## src/design/wfis_pkg.sv

```systemverilog
// ----------------------------------------------------------------------------
// wfis_pkg
// Shared types and constants for the wide float to IEEE single converter.
// ----------------------------------------------------------------------------
package wfis_pkg;

    localparam int FRAC_W      = 28;
    localparam int EXP_W       = 10;
    localparam int MSB_W       = 5;
    localparam int BIASED_W    = 12;
    localparam logic [BIASED_W-1:0] EXP_OFFSET = 12'd412; // 512 + 27 - 127
    localparam logic [7:0]     IEEE_EXP_MAX = 8'd254;

    // Normalized and rounded fraction, handed to the packing stage
    typedef struct packed {
        logic        zero;
        logic        sign;
        logic [4:0]  msb;
        logic [22:0] mant;
        logic [EXP_W-1:0] exponent;
    } norm_t;

endpackage

```

## src/design/wfis_norm.sv

```systemverilog
// ----------------------------------------------------------------------------
// wfis_norm
// Take the magnitude of the fraction, normalize it and round to 24 bits.
// ----------------------------------------------------------------------------
module wfis_norm
    import wfis_pkg::*;
(
    input  logic [EXP_W-1:0]  exponent,
    input  logic [FRAC_W-1:0] raw,
    output norm_t             norm
);

    logic [FRAC_W-1:0] mag;
    logic [4:0]        msb;
    logic [FRAC_W-1:0] shifted;
    logic [24:0]       sig;
    logic [3:0]        low;
    logic              round_up;

    always_comb
    begin
        mag = raw[FRAC_W-1] ? (~raw + 28'd1) : raw;
        msb = 5'd0;
        for (int i = 0; i < FRAC_W; i++)
        begin
            if (mag[i])
                msb = 5'(i);
        end
        // Bring the leading one to bit 27
        shifted = mag << (5'd27 - msb);
        low     = shifted[3:0];
        round_up = shifted[3] && (shifted[2:0] != 3'd0 || shifted[4]);
        sig = {1'b0, shifted[27:4]} + {24'd0, round_up};
        norm.zero     = (raw == '0);
        norm.sign     = raw[FRAC_W-1];
        norm.exponent = exponent;
        if (sig[24])
        begin
            norm.msb  = msb + 5'd1;
            norm.mant = '0;
        end
        else
        begin
            norm.msb  = msb;
            norm.mant = sig[22:0];
        end
        if (low == 4'd0)
            norm.mant = sig[22:0];
    end

endmodule

```

## src/design/wfis_pack.sv

```systemverilog
// ----------------------------------------------------------------------------
// wfis_pack
// Form the IEEE exponent, apply underflow and overflow, pack the word.
// ----------------------------------------------------------------------------
module wfis_pack
    import wfis_pkg::*;
(
    input  norm_t       norm,
    output logic [31:0] ieee_single
);

    logic [BIASED_W-1:0] sum;
    logic signed [BIASED_W:0] biased;

    always_comb
    begin
        sum    = {2'd0, norm.exponent} + {7'd0, norm.msb};
        biased = $signed({1'b0, sum}) - $signed({1'b0, EXP_OFFSET});
        if (norm.zero)
            ieee_single = '0;
        else if (biased <= 0)
            ieee_single = {norm.sign, 31'd0};
        else if (biased > $signed({5'd0, IEEE_EXP_MAX}))
            ieee_single = {norm.sign, IEEE_EXP_MAX, norm.mant};
        else
            ieee_single = {norm.sign, biased[7:0], norm.mant};
    end

endmodule

```

## src/design/wide_float_to_ieee_single_unit.sv

```systemverilog
// ----------------------------------------------------------------------------
// wide_float_to_ieee_single_unit
// Convert a 10-bit-exponent, 28-bit-fraction float to an IEEE single word.
// ----------------------------------------------------------------------------
// Usage:
//   Drive exponent, fraction_high and fraction_low and raise start; the
//   request is taken at any edge where start is high (busy is always low).
//   The request is captured in an input register; normalization, rounding
//   and packing run as one combinational pass into the result register.
//   done pulses for one cycle with ieee_single once the request has passed
//   through the input register and the result register. One request per cycle is
//   sustained, set by the single pass between the two registers.
//   The receiver cannot stall: each result shows for exactly one cycle.
//   Reset clears the valid flags; no result is pending after reset.
// ----------------------------------------------------------------------------
module wide_float_to_ieee_single_unit
    import wfis_pkg::*;
(
    input  logic              clk,
    input  logic              rst_n,
    input  logic              start,
    output logic              busy,
    input  logic [EXP_W-1:0]  exponent,
    input  logic [11:0]       fraction_high,
    input  logic [15:0]       fraction_low,
    output logic              done,
    output logic [31:0]       ieee_single
);

    logic              in_valid_reg;
    logic [EXP_W-1:0]  exp_reg;
    logic [FRAC_W-1:0] raw_reg;
    logic              out_valid_reg;
    logic [31:0]       result_reg;
    logic [31:0]       result_next;
    norm_t             norm;

    assign busy = 1'b0;

    always_ff @(posedge clk or negedge rst_n)
    begin
        if (!rst_n)
        begin
            in_valid_reg  <= 1'b0;
            out_valid_reg <= 1'b0;
        end
        else
        begin
            in_valid_reg  <= start;
            out_valid_reg <= in_valid_reg;
        end
    end

    always_ff @(posedge clk)
    begin
        if (start)
        begin
            exp_reg <= exponent;
            raw_reg <= {fraction_high, fraction_low};
        end
        if (in_valid_reg)
            result_reg <= result_next;
    end

    wfis_norm u_norm
    (
        .exponent (exp_reg),
        .raw      (raw_reg),
        .norm     (norm)
    );

    wfis_pack u_pack
    (
        .norm        (norm),
        .ieee_single (result_next)
    );

    assign done        = out_valid_reg;
    assign ieee_single = result_reg;

endmodule

```

## config.mk

```make
export PLATFORM = sky130hd
export DESIGN_NAME = wide_float_to_ieee_single_unit
export DESIGN_NICKNAME = d
export VERILOG_FILES = /design/src/design/wfis_pkg.sv /design/src/design/wfis_norm.sv /design/src/design/wfis_pack.sv /design/src/design/wide_float_to_ieee_single_unit.sv
export SDC_FILE = /design/constraint.sdc
export NUM_CORES = 1
export LEC_CHECK = 0
export BUFFER_PORTS_ARGS = -buffer_cell sky130_fd_sc_hd__buf_2
export CORE_MARGIN = 3
export CORE_UTILIZATION = 40
export CTS_CLUSTER_SIZE = 10
export DETAILED_ROUTE_END_ITERATION = 16
export PLACE_DENSITY_LB_ADDON = 0.15
export SLEW_MARGIN = 20
export SYNTH_ARGS = -nofsm -noshare
export SYNTH_HDL_FRONTEND = slang
export SYNTH_HIERARCHICAL = 1
export SYNTH_SLANG_ARGS = --single-unit
```

## constraint.sdc

```tcl
create_clock -name clk -period 10.98 [get_ports clk]
set_clock_uncertainty 0.15 [all_clocks]
set_input_delay 2.196 -clock clk [delete_from_list [all_inputs] [get_ports clk]]
set_output_delay 2.196 -clock clk [all_outputs]
set_load 0.02 [all_outputs]
```

Word-level counts from Yosys, hierarchy flattened. Index checks and enable logic that the tools add are counted.

Output and inout bits: 34. Register bits: 72.

Bitwise gates (word level): 1. Reduce and logical (&&, ||, !) cells: 7. $add $sub $neg: 6. Order comparisons: 2. Shift operators: 1. Mux-type cells: 31.

Operator list (number): $mux 5 (12); $mux 28 (2); $mux 4 (8); $mux 31 (1); $add 28x1->28 const B (1); $logic_not 28->1 (1); $not 28->28 (1); $shl 28x5->28 (1); $add 24x1->25 (1); $mux 23 (1); $gt 13x9->1 const B (1); $le 13x1->1 const B (1); $mux 3 (4); $sub 11x9->12 const B (1); $add 10x5->11 (1); $add 5x1->5 const B (1); $sub 5x5->5 const A (1); $logic_not 4->1 (1); $mux 2 (2); $reduce_bool 3->1 (1); $reduce_or 3->1 (1); $reduce_or 2->1 (1); $logic_and 1x1->1 (1); $logic_or 1x1->1 (1); $mux 1 (1).

Logic depth before layout (Yosys ltp). Gate-level depths: netlist of run 1.

Depth in word-level cells: 41. Mapped depth: 39.

By module. Netlist of run 1, hierarchy kept.

By module, submodules not included: wfis_norm (seq. area each 0.0 sq um, area an instance 4491.8 sq um, cells an instance 680, times used 1); wide_float_to_ieee_single_unit (seq. area each 2152.1 sq um, area an instance 2163.3 sq um, cells an instance 74, times used 1); wfis_pack (seq. area each 0.0 sq um, area an instance 873.3 sq um, cells an instance 99, times used 1).

Least setup slack after synthesis of run 1. No wires, ideal clock.

Kind: register to register. Start point: reg raw_reg[0]. End point: reg result_reg[14] (netlist: ieee_single[14]), data pin. Period minus slack after synthesis: 9.490 ns. Required time: 10.553 ns. Stages on the path, launching flop included: 39. Arrival time: 9.063 ns. Slack: 1.490 ns. Buffers on the path: 8. Library setup time: 0.277 ns. Cell sequence: edfxtp_1 clkbuf_1 inv_1 ha_1 buf_2 or4b_2 or4_1 buf_2 o311a_1 a211oi_1 o21ba_2 o21ai_1 and2_1 buf_4 inv_2 buf_1 ha_1 clkbuf_1 (+3 left out) nand2_1 a211oi_1 ha_1 nand2_1 nor3_2 nand4_4 nor3_4 mux2_1 ha_1 ha_1 fa_1 a21o_1 a221o_1 a21oi_4 a311oi_4 nor4_4 buf_6 nor3b_2.

RTL lines: start, declared (line wide_float_to_ieee_single_unit.sv:32) `logic [FRAC_W-1:0] raw_reg;`; start signal, assigned (line wide_float_to_ieee_single_unit.sv:59) `raw_reg <= {fraction_high, fraction_low};`; end signal, assigned (line wide_float_to_ieee_single_unit.sv:62) `result_reg <= result_next;`; end, declared (line wide_float_to_ieee_single_unit.sv:34) `logic [31:0] result_reg;`.

==> results of run 1 <==
metrics by stage:
stage          instance area (µm²)  std cells  setup slack [ns]  power [mW]  utilization (%)
2_1_floorplan                 7530        853              1.49       0.851                -
3_3_place_gp                  7960       1101             0.856        1.02             43.7
3_5_place_dp                  7960       1101             0.830        1.02             43.7
4_1_cts                       8250       1117             0.820        1.32             45.3
5_1_grt                       8260       1117             0.163        1.41             45.3
6_report                      8260       1117             0.659        1.33             45.3
power by group:
group	switching [mW]	leakage, nW	internal [mW]
sequential	0.0269	0.705	0.349
combinational	0.417	2.13	0.238
clock	0.121	0.147	0.176
logic make-up (layout without fill, tap and decap cells):
group	after synthesis	after routing	synth area share (%)
simple gates	329	329	26.0
mux	39	39	5.55
compound gates	247	247	24.5
fa+ha+maj	17	17	2.93
flops	72	72	28.6
xor+xnor	53	53	6.17
buf+inv	95	130	6.18
other cells	1	1	0.0498
final cells by class:
type                            count  share of cell area (%)
Clock buffer                        9                    2.73
Clock inverter                      7                   0.849
Inverter                           22                    1.06
Multi-Input combinational cell    686                    59.7
Sequential cell                    72                    26.1
Tap cell                          229                    3.47
Timing Repair Buffer               92                    6.15
routing by layer:
metal	vias up	global-route usage (%)
met4	0	7.75
met3	65	4.15
met1	3307	32.1
li1	3383	-
met5	-	0
met2	364	33.3
Yosys cell counts, types with 8 or more instances:
master    count  area (µm²)
edfxtp_1     70        2100
nor2_1       65         244
nand2_1      60         225
a21oi_1      42         210
clkbuf_1     40         150
mux2i_1      29         290
nor3_1       28         140
xnor2_1      28         245
nand3_1      25         125
xor2_1       25         219
o21ai_0      22         110
inv_1        20        75.1
nor3b_2      19         238
nor4_1       19         119
ha_1         16         200
a211oi_1     15         113
a22oi_1      14         105
o211ai_1     14         105
buf_4        13        97.6
nand4_1      13        81.3
nor2_2       12        75.1
nor3b_1      12        90.1
or3_1        12        75.1
a221oi_1     10        87.6
o31ai_1       9        67.6
a21o_1        8        60.1
a32oi_1       8        70.1
buf_2         8        40.0
o221ai_1      8        70.1
or4_1         8        60.1
worst paths after layout:
path / start / end / slack, ns / cells past startpoint
setup / recovery: raw_reg[0] / ieee_single[18] / 0.66 / 29
max in group asynchronous: rst_n / done / 9.12 / 1
min in group asynchronous: rst_n / in_valid_reg / 1.47 / 1
hold reg to reg: in_valid_reg / done / 0.47 / 0
hold / removal: in_valid_reg / done / 0.47 / 0
setup reg to reg: raw_reg[0] / ieee_single[18] / 0.66 / 29
==> impl_metrics.env, run 1 <==
export IMPL_ys_types=102
export IMPL_cp_arrival_ns=10.26
export IMPL_rsz0062_at_grt="false"
export IMPL_yosys_register_bits=72
export IMPL_cts_tree="done"
export IMPL_netlist_area_um2=7530
export IMPL_path_clk_slew_ns=0.06
export IMPL_largest_reg_flops=32
export IMPL_port_buffers=73
export IMPL_cp_max_fo=25
export IMPL_gp_congestion=0.976
export IMPL_postCtsHoldBufs=0
export IMPL_layout_nets=941
export IMPL_cts_buffer_depth=2
export IMPL_vias_per_cell=6.37
export IMPL_crit_top_cell="ha_1"
export IMPL_area_growth_syn_to_layout_pct=9.67
export IMPL_io_pins=75
export IMPL_worst_path_largest_cell_delay_ns=0.87
export IMPL_place_hpwl_um=16900
export IMPL_multiInputGateArea_um2=4930
export IMPL_clk_latency_ns=0.35
export IMPL_grt_start_max_net_pins=60
export IMPL_htreeDepth=3
export IMPL_first_pass_iters=8
export IMPL_synthFlopType="edfxtp_1"
export IMPL_finalCritPeriodShare_pct=94.0
export IMPL_worstSetupPathType="flop to flop"
export IMPL_drc=0
export IMPL_yosys_warnings=6
export IMPL_nFillCells=1767
export IMPL_grt_pass1_vias=6620
export IMPL_finalHoldViolations=0
export IMPL_status="finished, final reports clean"
export IMPL_synthArstFlopShare_pct=2.78
export IMPL_drt_wl_total_um=23000
export IMPL_top_layer_used="met4"
export IMPL_fp_row_count=49
export IMPL_layout_drive_gt1_share_pct=20.8
export IMPL_cts_buffers=9
export IMPL_holdWs_ns=0.469
export IMPL_crit_path_top_delay_cell="xnor2_1"
export IMPL_die_area_um2=20500
export IMPL_core_area_um2=18200
export IMPL_synthCells=853
export IMPL_dr_wl_met3_um=1800
export IMPL_cts_resized_gates=0
export IMPL_grt_pass1_wl_um=36300
export IMPL_max_freq_mhz=96.9
export IMPL_wl_met1_um=10300
export IMPL_antenna_found_initial=0
export IMPL_post_drt_wl_per_cell_um=20.6
export IMPL_cp_num_buf_inv=3
export IMPL_grt_ovfl_total=0
export IMPL_grt_use_total_pct=22.2
export IMPL_cts_root_buf="clkbuf_16"
export IMPL_seqCellArea_um2=2150
export IMPL_synth_edf_count=70
export IMPL_cts_num_sinks=72
export IMPL_critPathCaptureType="flop"
export IMPL_avgSynthCellArea_um2=8.83
export IMPL_layout_common_cells="buf_2, edfxtp_1, nor2_1"
export IMPL_p_leak_nw=2.98
export IMPL_drv_cap=0
export IMPL_seq_area_frac_synth_pct=28.6
export IMPL_tightestPinTransition_ns=1.06
export IMPL_hold_path_class="flop to flop"
export IMPL_dieWidth_um=143
export IMPL_final_setup_viol_count=0
export IMPL_synth_nets=911
export IMPL_final_setup_tns_ns=0
export IMPL_dr_wl_met2_um=10200
export IMPL_die_y_um=143
export IMPL_start_util_pct=41.3
export IMPL_fin_crit_ns=10.32
export IMPL_cpLargestDelayFamily="simple AND/OR/NAND/NOR gates"
export IMPL_antennaDiodeCount=0
export IMPL_final_common_cell="buf_2"
export IMPL_cts_setup_buffers=0
export IMPL_relSlewSlack_pct=29.0
export IMPL_final_max_slew_viol_count=0
export IMPL_drtIter0Drc=649
export IMPL_powerDensity_nw_per_um2=161
export IMPL_ant_nets=0
export IMPL_vias=7119
export IMPL_startpoint_type="flop"
export IMPL_vdd_drop_max_mv=0.104
export IMPL_required_ns=10.92
Note: power is estimated with default switching activity, not from simulation.
==> run 2: changes to the inputs <==
==> constraint.sdc (replaced) <==
create_clock -name clk -period 10.41 [get_ports clk]
set_clock_uncertainty 0.15 [all_clocks]
set_input_delay 2.082 -clock clk [delete_from_list [all_inputs] [get_ports clk]]
set_output_delay 2.082 -clock clk [all_outputs]
set_load 0.02 [all_outputs]
==> run 2 against run 1 <==
Cell area increased by 1.8%. Highest routed layer unchanged. Clock power increased by 23%. Worst setup slack got worse by 0.12 ns. Register-to-register slack got worse by 0.12 ns. Worst hold slack got worse by 0.0096 ns. Critical endpoint is now ieee_single[2]. Critical path type unchanged. Utilization increased by 0.80 points. Sequential cell count unchanged. First-iteration DRC count increased by 23%.
==> impl_metrics.env, run 2 (synthesized netlist as in run 1, its figures left out) <==
export IMPL_cts_tree="done"
export IMPL_vdd_drop_max_mv=0.101
export IMPL_grtUsageMet3_pct=5.19
export IMPL_core_area_um2=18200
export IMPL_path_clk_slew_ns=0.06
export IMPL_cts_root_buf="clkbuf_16"
export IMPL_ant_nets=0
export IMPL_port_buffers=73
export IMPL_dp_cells=1110
export IMPL_final_setup_tns_ns=0
export IMPL_cp_max_fo=25
export IMPL_required_ns=10.35
export IMPL_start_util_pct=41.3
export IMPL_cts_buffers=9
export IMPL_finalHoldViolations=0
export IMPL_largest_reg_flops=32
export IMPL_grt_pass1_wl_um=36100
export IMPL_fin_crit_ns=9.88
export IMPL_io_pins=75
export IMPL_antenna_found_initial=0
export IMPL_cts_buffer_depth=2
export IMPL_vias=7189
export IMPL_post_drt_wl_per_cell_um=20.0
export IMPL_vias_per_cell=6.37
export IMPL_instances_no_fill=1128
export IMPL_gp_congestion=0.982
export IMPL_die_y_um=143
export IMPL_grt_use_total_pct=22.2
export IMPL_worstSetupPathType="flop to flop"
export IMPL_area_growth_syn_to_layout_pct=11.6
export IMPL_final_max_slew_viol_count=0
export IMPL_finalCritPeriodShare_pct=94.9
export IMPL_grt_busiest_layer="met2"
export IMPL_multiInputGateArea_um2=4940
export IMPL_fp_row_count=49
export IMPL_dieWidth_um=143
export IMPL_grt_ovfl_total=0
export IMPL_critPathCaptureType="flop"
export IMPL_totalPowerFinal_mw=1.46
export IMPL_clk_latency_ns=0.35
export IMPL_crit_path_top_delay_cell="or4b_2"
export IMPL_layout_drive_gt1_share_pct=21.9
export IMPL_cp_arrival_ns=9.82
export IMPL_powerDensity_nw_per_um2=173
export IMPL_drtIter0Drc=799
export IMPL_nFillCells=1718
export IMPL_worst_path_largest_cell_delay_ns=0.75
export IMPL_met1_usage_pct=31.5
export IMPL_final_common_cell="buf_2"
export IMPL_die_area_um2=20500
export IMPL_drt_wl_total_um=22500
export IMPL_startpoint_type="flop"
export IMPL_hold_path_class="flop to flop"
export IMPL_grt_start_max_net_pins=46
export IMPL_antennaDiodeCount=0
export IMPL_place_hpwl_um=17000
export IMPL_drv_cap=0
export IMPL_tightestPinTransition_ns=1.03
export IMPL_p_leak_nw=3.07
export IMPL_cts_num_sinks=72
export IMPL_final_setup_viol_count=0
export IMPL_status="finished, final reports clean"
export IMPL_drc=0
export IMPL_relSlewSlack_pct=31.1
export IMPL_seqCellArea_um2=2150
export IMPL_layout_common_cells="buf_2, edfxtp_1, nor2_1"
export IMPL_max_freq_mhz=101
export IMPL_dp_slack_ns=0.638
export IMPL_met2_usage_pct=32.9
export IMPL_htreeDepth=3
export IMPL_first_pass_iters=8
export IMPL_worst_slack_ns=0.534
export IMPL_final_core_util_pct=46.1
export IMPL_grt_pass1_vias=6755
export IMPL_layout_nets=952
## run 2: power by group
part	switching (mW)	internal, mW
logic	0.437	0.257
clock network	0.130	0.236
registers	0.0273	0.368
total	0.594	0.861
## run 2: critical path: cells and delay by family, from the launching register on
| family | cells | cell delay (ns) |
|---|---|---|
| AO/OA/AOI/OAI | 10 | 2.43 |
| adder cells (fa/ha/maj) | 4 | 1.28 |
| buffers and inverters | 4 | 0.99 |
| multiplexers | 2 | 1.07 |
| AND/OR/NAND/NOR | 8 | 2.95 |
| flip-flops | 1 | 0.44 |
| XOR/XNOR | 1 | 0.27 |
## run 2: final cells by class
class,count,share of cell area [%]
repair buffers,103,7.03
inverters,22,1.04
flip-flops and latches,72,25.6
well taps,229,3.41
clock inverters,6,1.38
multi-input cells,686,58.8
clock buffers,10,2.73
## run 2: timing repair
item,4_1_cts,5_1_grt
buffers inserted,0,2
endpoints found under the setup margin,0,25
gates resized for setup,0,3
hold buffers,0,0
## run 2: worst paths after layout
kind,from,to,slack [ns],cells after the start
min,in_valid_reg,done,0.46,0
min in group asynchronous,rst_n,done,1.35,1
max reg2reg,raw_reg[1],ieee_single[2],0.53,29
min reg2reg,in_valid_reg,done,0.46,0
max,raw_reg[1],ieee_single[2],0.53,29
max in group asynchronous,rst_n,in_valid_reg,8.67,1
## run 2: layer usage
metal	vias up	wire length, µm
met4	0	756
met5	-	0
met1	3347	10200
met3	68	1800
met2	368	9810
li1	3406	-
## run 2: metrics by stage
step / instance area, µm² / hold slack [ns]
CTS: 8370 / 0.480
detailed placement: 8020 / 0.472
global route: 8400 / 0.490
finish: 8400 / 0.459
floorplan: 7530 / 0.548
global placement: 8020 / 0.472
